**src/time_index_range_search_unit_defines.svh**
```systemverilog
// Assertion macros shared by the search unit.
`ifndef TIME_INDEX_RANGE_SEARCH_UNIT_DEFINES_SVH
`define TIME_INDEX_RANGE_SEARCH_UNIT_DEFINES_SVH

// Same-cycle implication, sampled on clk, off while rst_n is low
`define TIRS_ASSERT_SAME(label, ante, cons, msg) \
    label: assert property (@(posedge clk) disable iff (!rst_n) (ante) |-> (cons)) \
        else $error(msg);

// Next-cycle implication, sampled on clk, off while rst_n is low
`define TIRS_ASSERT_NEXT(label, ante, cons, msg) \
    label: assert property (@(posedge clk) disable iff (!rst_n) (ante) |=> (cons)) \
        else $error(msg);

`endif

```
**src/tirs_pkg.sv**
```systemverilog
`timescale 1ns / 1ps

package tirs_pkg;

    localparam int SLOT_W    = 12;
    localparam int TIME_BITS = 48;
    localparam int CMD_W     = 2;
    localparam int unsigned DEPTH_DEF = 4096;

    // Command codes of a query word
    typedef enum logic [CMD_W-1:0] {
        CMD_LOAD  = 2'd0,
        CMD_FIRST = 2'd1,
        CMD_LAST  = 2'd2
    } tirs_cmd_t;

    typedef struct packed {
        logic [CMD_W-1:0]     cmd;
        logic [SLOT_W-1:0]    slot;
        logic [TIME_BITS-1:0] time_value;
        logic [SLOT_W-1:0]    first_slot;
        logic [SLOT_W-1:0]    last_slot;
    } tirs_query_t;

    typedef struct packed {
        logic              found;
        logic [SLOT_W-1:0] found_slot;
    } tirs_answer_t;

    // Table port request from the sequencer
    typedef struct packed {
        logic                 wr_en;
        logic [SLOT_W-1:0]    addr;
        logic [TIME_BITS-1:0] wdata;
    } tirs_mem_req_t;

    // Outcome of the shared comparator
    typedef struct packed {
        logic lt;
        logic gt;
    } tirs_cmp_t;

    typedef enum logic [2:0] {
        ST_IDLE,
        ST_FIRST,
        ST_SECOND,
        ST_STEP,
        ST_RESULT
    } tirs_state_t;

endpackage

```
**src/tirs_cmp.sv**
```systemverilog
`timescale 1ns / 1ps

module tirs_cmp (
    input  logic [tirs_pkg::TIME_BITS-1:0] table_time,
    input  logic [tirs_pkg::TIME_BITS-1:0] asked_time,
    output tirs_pkg::tirs_cmp_t            res
);

    // Order the table word against the asked time
    always_comb
    begin
        res.lt = table_time < asked_time;
        res.gt = table_time > asked_time;
    end

endmodule

```
**src/tirs_seq.sv**
```systemverilog
`timescale 1ns / 1ps

module tirs_seq #(
    parameter int unsigned DEPTH = tirs_pkg::DEPTH_DEF
) (
    input  logic                            clk,
    input  logic                            rst_n,
    input  logic                            take,
    input  tirs_pkg::tirs_query_t           query,
    input  logic [tirs_pkg::TIME_BITS-1:0]  rd_data,
    output tirs_pkg::tirs_mem_req_t         mem_req,
    output logic                            idle,
    output logic                            res_valid,
    input  logic                            res_ready,
    output tirs_pkg::tirs_answer_t          res
);

    localparam int SW = tirs_pkg::SLOT_W;

    tirs_pkg::tirs_state_t          state_reg, state_next;
    logic                           is_first_reg, is_first_next;
    logic [tirs_pkg::TIME_BITS-1:0] time_reg, time_next;
    logic [SW-1:0]                  lo_reg, lo_next;
    logic [SW-1:0]                  hi_reg, hi_next;
    logic [SW-1:0]                  mid_reg, mid_next;
    logic                           found_reg, found_next;
    logic [SW-1:0]                  slot_reg, slot_next;

    tirs_pkg::tirs_cmp_t cmp;
    logic                move_hi;
    logic [SW-1:0]       cur_lo, cur_hi, span, cur_mid;
    logic                span_done;
    logic                range_ok, load_ok;

    tirs_cmp u_cmp (
        .table_time (rd_data),
        .asked_time (time_reg),
        .res        (cmp)
    );

    // Narrow the bounds: the first-at-or-after search keeps equal words on the
    // high side, the last-at-or-before search moves right past them
    assign move_hi = is_first_reg ? !cmp.lt : cmp.gt;
    assign cur_lo  = (state_reg == tirs_pkg::ST_STEP && !move_hi) ? mid_reg : lo_reg;
    assign cur_hi  = (state_reg == tirs_pkg::ST_STEP && move_hi)  ? mid_reg : hi_reg;
    assign span      = cur_hi - cur_lo;
    assign span_done = (span[SW-1:1] == '0);
    assign cur_mid   = cur_lo + (span >> 1);

    assign range_ok = (query.first_slot <= query.last_slot) && (32'(query.last_slot) < DEPTH);
    assign load_ok  = 32'(query.slot) < DEPTH;

    // Hold control state
    always_ff @(posedge clk or negedge rst_n)
    begin
        if (!rst_n)
        begin
            state_reg <= tirs_pkg::ST_IDLE;
        end
        else
        begin
            state_reg <= state_next;
        end
    end

    // Hold search operands and the result
    always_ff @(posedge clk)
    begin
        is_first_reg <= is_first_next;
        time_reg     <= time_next;
        lo_reg       <= lo_next;
        hi_reg       <= hi_next;
        mid_reg      <= mid_next;
        found_reg    <= found_next;
        slot_reg     <= slot_next;
    end

    // Advance the sequencer and steer the table port
    always_comb
    begin
        state_next    = state_reg;
        is_first_next = is_first_reg;
        time_next     = time_reg;
        lo_next       = lo_reg;
        hi_next       = hi_reg;
        mid_next      = mid_reg;
        found_next    = found_reg;
        slot_next     = slot_reg;
        mem_req.wr_en = 1'b0;
        mem_req.addr  = query.slot;
        mem_req.wdata = query.time_value;

        case (state_reg)
            tirs_pkg::ST_IDLE:
            begin
                if (take)
                begin
                    case (query.cmd)
                        tirs_pkg::CMD_LOAD:
                        begin
                            mem_req.wr_en = load_ok;
                        end
                        tirs_pkg::CMD_FIRST, tirs_pkg::CMD_LAST:
                        begin
                            is_first_next = (query.cmd == tirs_pkg::CMD_FIRST);
                            time_next     = query.time_value;
                            lo_next       = query.first_slot;
                            hi_next       = query.last_slot;
                            if (range_ok)
                            begin
                                mem_req.addr = (query.cmd == tirs_pkg::CMD_FIRST) ?
                                               query.last_slot : query.first_slot;
                                state_next   = tirs_pkg::ST_FIRST;
                            end
                            else
                            begin
                                found_next = 1'b0;
                                slot_next  = '0;
                                state_next = tirs_pkg::ST_RESULT;
                            end
                        end
                        default:
                        begin
                        end
                    endcase
                end
            end

            // Test the far endpoint: report a miss if the time lies outside
            tirs_pkg::ST_FIRST:
            begin
                if (is_first_reg ? cmp.lt : cmp.gt)
                begin
                    found_next = 1'b0;
                    slot_next  = '0;
                    state_next = tirs_pkg::ST_RESULT;
                end
                else
                begin
                    mem_req.addr = is_first_reg ? lo_reg : hi_reg;
                    state_next   = tirs_pkg::ST_SECOND;
                end
            end

            // Test the near endpoint, then start halving
            tirs_pkg::ST_SECOND:
            begin
                if (is_first_reg ? !cmp.lt : !cmp.gt)
                begin
                    found_next = 1'b1;
                    slot_next  = is_first_reg ? lo_reg : hi_reg;
                    state_next = tirs_pkg::ST_RESULT;
                end
                else if (span_done)
                begin
                    found_next = 1'b1;
                    slot_next  = is_first_reg ? cur_hi : cur_lo;
                    state_next = tirs_pkg::ST_RESULT;
                end
                else
                begin
                    mem_req.addr = cur_mid;
                    mid_next     = cur_mid;
                    state_next   = tirs_pkg::ST_STEP;
                end
            end

            // One midpoint per cycle
            tirs_pkg::ST_STEP:
            begin
                lo_next = cur_lo;
                hi_next = cur_hi;
                if (span_done)
                begin
                    found_next = 1'b1;
                    slot_next  = is_first_reg ? cur_hi : cur_lo;
                    state_next = tirs_pkg::ST_RESULT;
                end
                else
                begin
                    mem_req.addr = cur_mid;
                    mid_next     = cur_mid;
                end
            end

            tirs_pkg::ST_RESULT:
            begin
                if (res_ready)
                begin
                    state_next = tirs_pkg::ST_IDLE;
                end
            end

            default:
            begin
                state_next = tirs_pkg::ST_IDLE;
            end
        endcase
    end

    assign idle           = (state_reg == tirs_pkg::ST_IDLE);
    assign res_valid      = (state_reg == tirs_pkg::ST_RESULT);
    assign res.found      = found_reg;
    assign res.found_slot = slot_reg;

endmodule

```
**config.mk**
```make
export PLATFORM = sky130hd
export DESIGN_NAME = tirs_seq
export DESIGN_NICKNAME = d
export VERILOG_FILES = /design/src/time_index_range_search_unit_defines.svh /design/src/tirs_pkg.sv /design/src/tirs_cmp.sv /design/src/tirs_seq.sv
export SDC_FILE = /design/constraint.sdc
export NUM_CORES = 1
export LEC_CHECK = 0
export BUFFER_PORTS_ARGS = -buffer_cell sky130_fd_sc_hd__buf_2
export CORE_MARGIN = 2
export CORE_UTILIZATION = 43
export CTS_CLUSTER_DIAMETER = 100
export DETAILED_ROUTE_END_ITERATION = 10
export GPL_ROUTABILITY_DRIVEN = 0
export GPL_TIMING_DRIVEN = 0
export PLACE_DENSITY = 0.67
export RECOVER_POWER = 25
export SLEW_MARGIN = 20
export SYNTH_ARGS = -nofsm -noshare
export SYNTH_HDL_FRONTEND = slang
export SYNTH_SLANG_ARGS = --single-unit
```
**constraint.sdc**
```tcl
create_clock -name clk -period 11.6 [get_ports clk]
set_input_delay 0 -clock clk [delete_from_list [all_inputs] [get_ports clk]]
set_output_delay 0 -clock clk [all_outputs]
set_load 0.1 [all_outputs]
```
### Yosys cells after proc, flatten, opt, wreduce, memory -nomap -nowiden

Index checks and enable logic that the tools add are counted.
W data, S select, Z words.

| operators by class | value |
|---|---|
| add/sub/neg operators | 2 |
| order comparisons | 3 |
| equality and inequality tests | 13 |
| muxes and demuxes | 49 |
| reduce and logical (&&, ||, !) cells | 17 |

Operators with widths:

| kind | count |
|---|---|
| $mux W12 | 22 |
| $pmux W12 S4 | 2 |
| $pmux W12 S2 | 3 |
| $gt A48 B48 Y1 | 1 |
| $lt A48 B48 Y1 | 1 |
| $mux W3 | 8 |
| $pmux W3 S5 | 1 |
| $mux W13 | 1 |
| $add A12 B11 Y12 | 1 |
| $le A12 B12 Y1 | 1 |
| $sub A12 B12 Y12 | 1 |
| $logic_not A11 Y1 | 1 |
| $mux W1 | 11 |
| $ne A2 B2 Y1 const B | 5 |
| $eq A3 B2 Y1 const B | 2 |
| $reduce_and A3 Y1 | 2 |
| $reduce_and A5 Y1 | 1 |
| $ne A2 B1 Y1 const B | 2 |
| $pmux W1 S4 | 1 |
| $reduce_and A4 Y1 | 1 |
| $reduce_bool A2 Y1 | 2 |
| $reduce_bool A4 Y1 | 1 |
| $eq A3 B1 Y1 const B | 1 |
| $eq A3 B3 Y1 const B | 1 |
| other kinds (8) | 11 |

| storage, ports and cells | value |
|---|---|
| register bits after elaboration | 101 |
| bits of input ports | 138 |
| output and inout port bits | 76 |
| word-level logic and storage cells | 92 |

### Longest topological paths before layout

| depth | value |
|---|---|
| word-level depth | 11 |
| depth in mapped cells | 31 |
| mapped depth without buffers | 28 |

### By module

From an unflattened synthesis, not the netlist that was laid out.

| second synthesis, totals | value |
|---|---|
| cell total of the unflattened synthesis | 874 |
| area total of the unflattened synthesis | 8298.0 µm² |

By module, submodules not included:

| module | times used | cells each | area each (µm²) | seq. area each (µm²) |
|---|---|---|---|---|
| tirs_seq | 1 | 703 | 7064.3 | 3017.9 |
| tirs_cmp | 1 | 171 | 1233.7 | 0.0 |

### Worst setup path before layout

No wires, ideal clock.

| path | value |
|---|---|
| path kind | reg-to-output |
| from | reg time_reg[14] (netlist bit) |
| to | out mem_req[59] (netlist bit) |
| arrival | 8.266 ns |
| required time | 11.600 ns |
| path slack | 3.334 ns |
| cell stages (with the launch flop) | 29 |
| buffers on the path | 3 |
| path through | edfxtp_1 > inv_1 > ha_1 > nand4_1 > nor3_1 > a21boi_0 > o41a_2 > o31ai_4 > clkbuf_1 > mux2i_1 > inv_1 > ha_1 > a21o_1 > o41ai_2 > o31ai_1 > a21oi_1 > xor2_1 > clkbuf_1 > clkbuf_1 > inv_1 > ha_1 > a21oi_1 > o21bai_1 > a21oi_1 > o21ai_0 > o41ai_1 > xor2_1 > a311oi_1 > a211oi_1 |

RTL lines:

| element | RTL line | RTL |
|---|---|---|
| start: declaration | tirs_seq.sv:22 | `logic [tirs_pkg::TIME_BITS-1:0] time_reg, time_next;` |
| start signal: assignment | tirs_seq.sv:70 | `time_reg <= time_next;` |
| end: declaration | tirs_seq.sv:11 | `output tirs_pkg::tirs_mem_req_t mem_req,` |

==> flow_metrics.env <==
export IMPL_drv_cap=0
export IMPL_die_w_um=144
export IMPL_yosysSeqAreaShare=0.358
export IMPL_final_common_cell="buf_2"
export IMPL_grt_start_max_net_pins=25
export IMPL_grt_pass1_wl_mm=39.6
export IMPL_nNetsFinal=1414
export IMPL_postCtsResizedCells=0
export IMPL_reg2reg_slack_ps=3650
export IMPL_p_leak_nw=5.00
export IMPL_power_switching_share=0.556
export IMPL_path_clk_slew_ps=70
export IMPL_synth_area_mm2=0.00844
export IMPL_drt_first_iter_violations=567
export IMPL_drc_errors=0
export IMPL_place_inst=1375
export IMPL_critPathLaunchType="register"
export IMPL_grt_pass1_vias=7551
export IMPL_htree_levels=3
export IMPL_n_antenna_cell=0
export IMPL_syn_instance_count=892
export IMPL_p_per_area_mw_per_mm2=225
export IMPL_synthDistinctLibCells=63
export IMPL_synthArstFlopShare=0.0297
export IMPL_vdd_drop_max_mv=0.436
export IMPL_rsz0062_at_grt="no"
export IMPL_synth_edf_count=98
export IMPL_largest_reg_flops=48
export IMPL_portBuffers=213
export IMPL_critPathKind="reg -> out"
export IMPL_coreArea_mm2=0.0193
export IMPL_ctsRootBufferMaster="clkbuf_16"
export IMPL_vias=7935
export IMPL_synth_warnings=0
export IMPL_setup_tns_ps=0
export IMPL_cp_arrival_ps=8930
export IMPL_syn_to_final_growth_pct=27.8
export IMPL_finalHoldViolCount=0
export IMPL_worstReg2RegStart="time_reg[14]"
export IMPL_r2r_end="mid_reg[11]"
export IMPL_crit_required_ps=11600
export IMPL_clkSinkCount=101
export IMPL_yosys_area_top_type="edfxtp_1"
export IMPL_synth_area_leaders="edfxtp_1, ha_1, mux2i_1"
export IMPL_max_freq_mhz=112
export IMPL_mostFrequentLayoutCells="buf_2, inv_1, edfxtp_1"
export IMPL_status="finished, final reports clean"
export IMPL_cts_tree="done"
export IMPL_cts_setup_buffers=0
export IMPL_slowest_delay_ps=720
export IMPL_synth_avg_cell_area_um2=9.46
export IMPL_finalWirelength_mm=26.6
export IMPL_whs_path_depth=3
export IMPL_fin_crit_sh=0.770
export IMPL_fillerInstances=1789
export IMPL_clk_latency_ps=360
export IMPL_first_pass_iters=5
export IMPL_critPathLaunch="time_reg[14]"
export IMPL_row_count=51
export IMPL_slew_headroom=0.219
export IMPL_antenna_found_initial=0
export IMPL_synthFlopType="edfxtp_1"
export IMPL_gr_usage_all_layers=0.252
export IMPL_cts_made_buffers=9
export IMPL_synth_top_cell_area_share=0.349
export IMPL_seqCellArea_mm2=0.00302
export IMPL_tightest_slew_ps=1180
export IMPL_seq_power_share=0.223
export IMPL_drive_gt1_frac=0.236
export IMPL_internal_power_mw=1.08
export IMPL_dp_hpwl_mm=20.5
export IMPL_crit_buf_inv=7
export IMPL_detail_route_antenna_nets=0
export IMPL_clockBufferDepth=2
export IMPL_skew_ps=10.3
export IMPL_cts_hold_buf=70
export IMPL_dieArea_mm2=0.0208
export IMPL_synth_seq_cells=101
export IMPL_drv_slew=0
export IMPL_path_max_fanout=10
export IMPL_p_comb_frac=0.658
export IMPL_finalCriticalPeriod_ps=8930
export IMPL_stdcell_count=1461
export IMPL_worstHoldStart="query[12]"
export IMPL_drt_wirelength_per_cell_um=18.2
export IMPL_worst_hold_path_endpoint="lo_reg[0]"
export IMPL_initial_core_util=0.436
export IMPL_pwr_share_clk=0.119
export IMPL_crit_family="compound AO/OA/AOI/OAI gates"
export IMPL_io_pins=214
export IMPL_rr_worst_depth=26
export IMPL_chipHeight_um=144
export IMPL_p_sw_mw=1.35
export IMPL_syn_nets=1115
export IMPL_grt_overflow=0
export IMPL_multi_input_area_mm2=0.00449
export IMPL_critPathCaptureType="output port"
export IMPL_hold_path_class="in -> reg"
export IMPL_viasPerCell=5.43
export IMPL_finalSetupViolCount=0
export IMPL_cp_slowest_cell="clkbuf_1"
## synthesized netlist by cell type, types with 8 or more instances
cell / n
inv_1: 110
edfxtp_1: 98
ha_1: 83
nor2_1: 58
nand2_1: 54
o21ai_0: 54
a21oi_1: 51
buf_4: 50
mux2i_1: 42
clkbuf_1: 29
mux2_2: 28
a211oi_1: 16
a21o_1: 14
nand4_1: 14
xnor2_1: 14
o22ai_1: 13
a311oi_1: 12
o21a_1: 12
nor3_1: 10
a31oi_1: 8
a41oi_1: 8
## logic make-up after synthesis
family,synth area share
adders and majority gates,0.128
buffers and inverters,0.111
AOI/OAI and AO/OA,0.198
and+or+nand+nor,0.0970
muxes,0.0872
DFF,0.358
xor gates and xnor gates,0.0208
## final cells by class
cell class              count  share of cell area
plain buffers              87              0.0485
clock buffers              10              0.0212
clock inverters             6             0.00360
inverters                 110              0.0383
multi-input cells         594               0.417
flip-flops and latches    101               0.280
well taps                 265              0.0308
repair buffers            288               0.161
## per-layer routing
metal  part of all wire  wire (um)  vias up  track usage
met1               0.41      10900     3689        0.316
met4              0.025        668        0       0.0857
met5                  0          0        -            0
met2               0.48      12600      365        0.434
li1                   -          -     3831            -
met3              0.089       2370       50       0.0520
## through the flow
step / hold WS (ps) / power (mW) / util / setup WS, ps / instance area [um2]
after floorplan: -296 / 1.76 / - / 3330 / 8440
after global placement: -197 / 2.09 / 0.509 / 3210 / 9830
after detailed placement: -198 / 2.11 / 0.511 / 3140 / 9880
after CTS: 6.52 / 2.42 / 0.561 / 2720 / 10900
after global routing: 35.9 / 2.56 / 0.558 / 2170 / 10800
final: 17.3 / 2.43 / 0.558 / 2670 / 10800
## worst min-delay path, delay by kind of cell
family	cells	cell delay (ps)
buf+inv	1	130
compound gates	1	70
simple gates	1	60
## power by group through the flow
stage,Sequential [mW],Combinational (mW),Clock [mW]
floorplan,0.648,1.11,0
detailed placement,0.549,1.56,0
global route,0.547,1.70,0.307
finish,0.540,1.60,0.288
global placement,0.552,1.54,0
CTS,0.541,1.59,0.290
## how the worst max path moves through the flow
stage             endpoint  slack [ps]  depth (start not counted)
6_report       mem_req[59]        2670                         29
5_1_grt        mem_req[59]        2170                         29
2_1_floorplan  mem_req[59]        3330                         28
3_3_place_gp   mem_req[59]        3210                         29
4_1_cts        mem_req[59]        2720                         29
3_5_place_dp   mem_req[59]        3140                         29
Power figures use the tool's default switching activity.
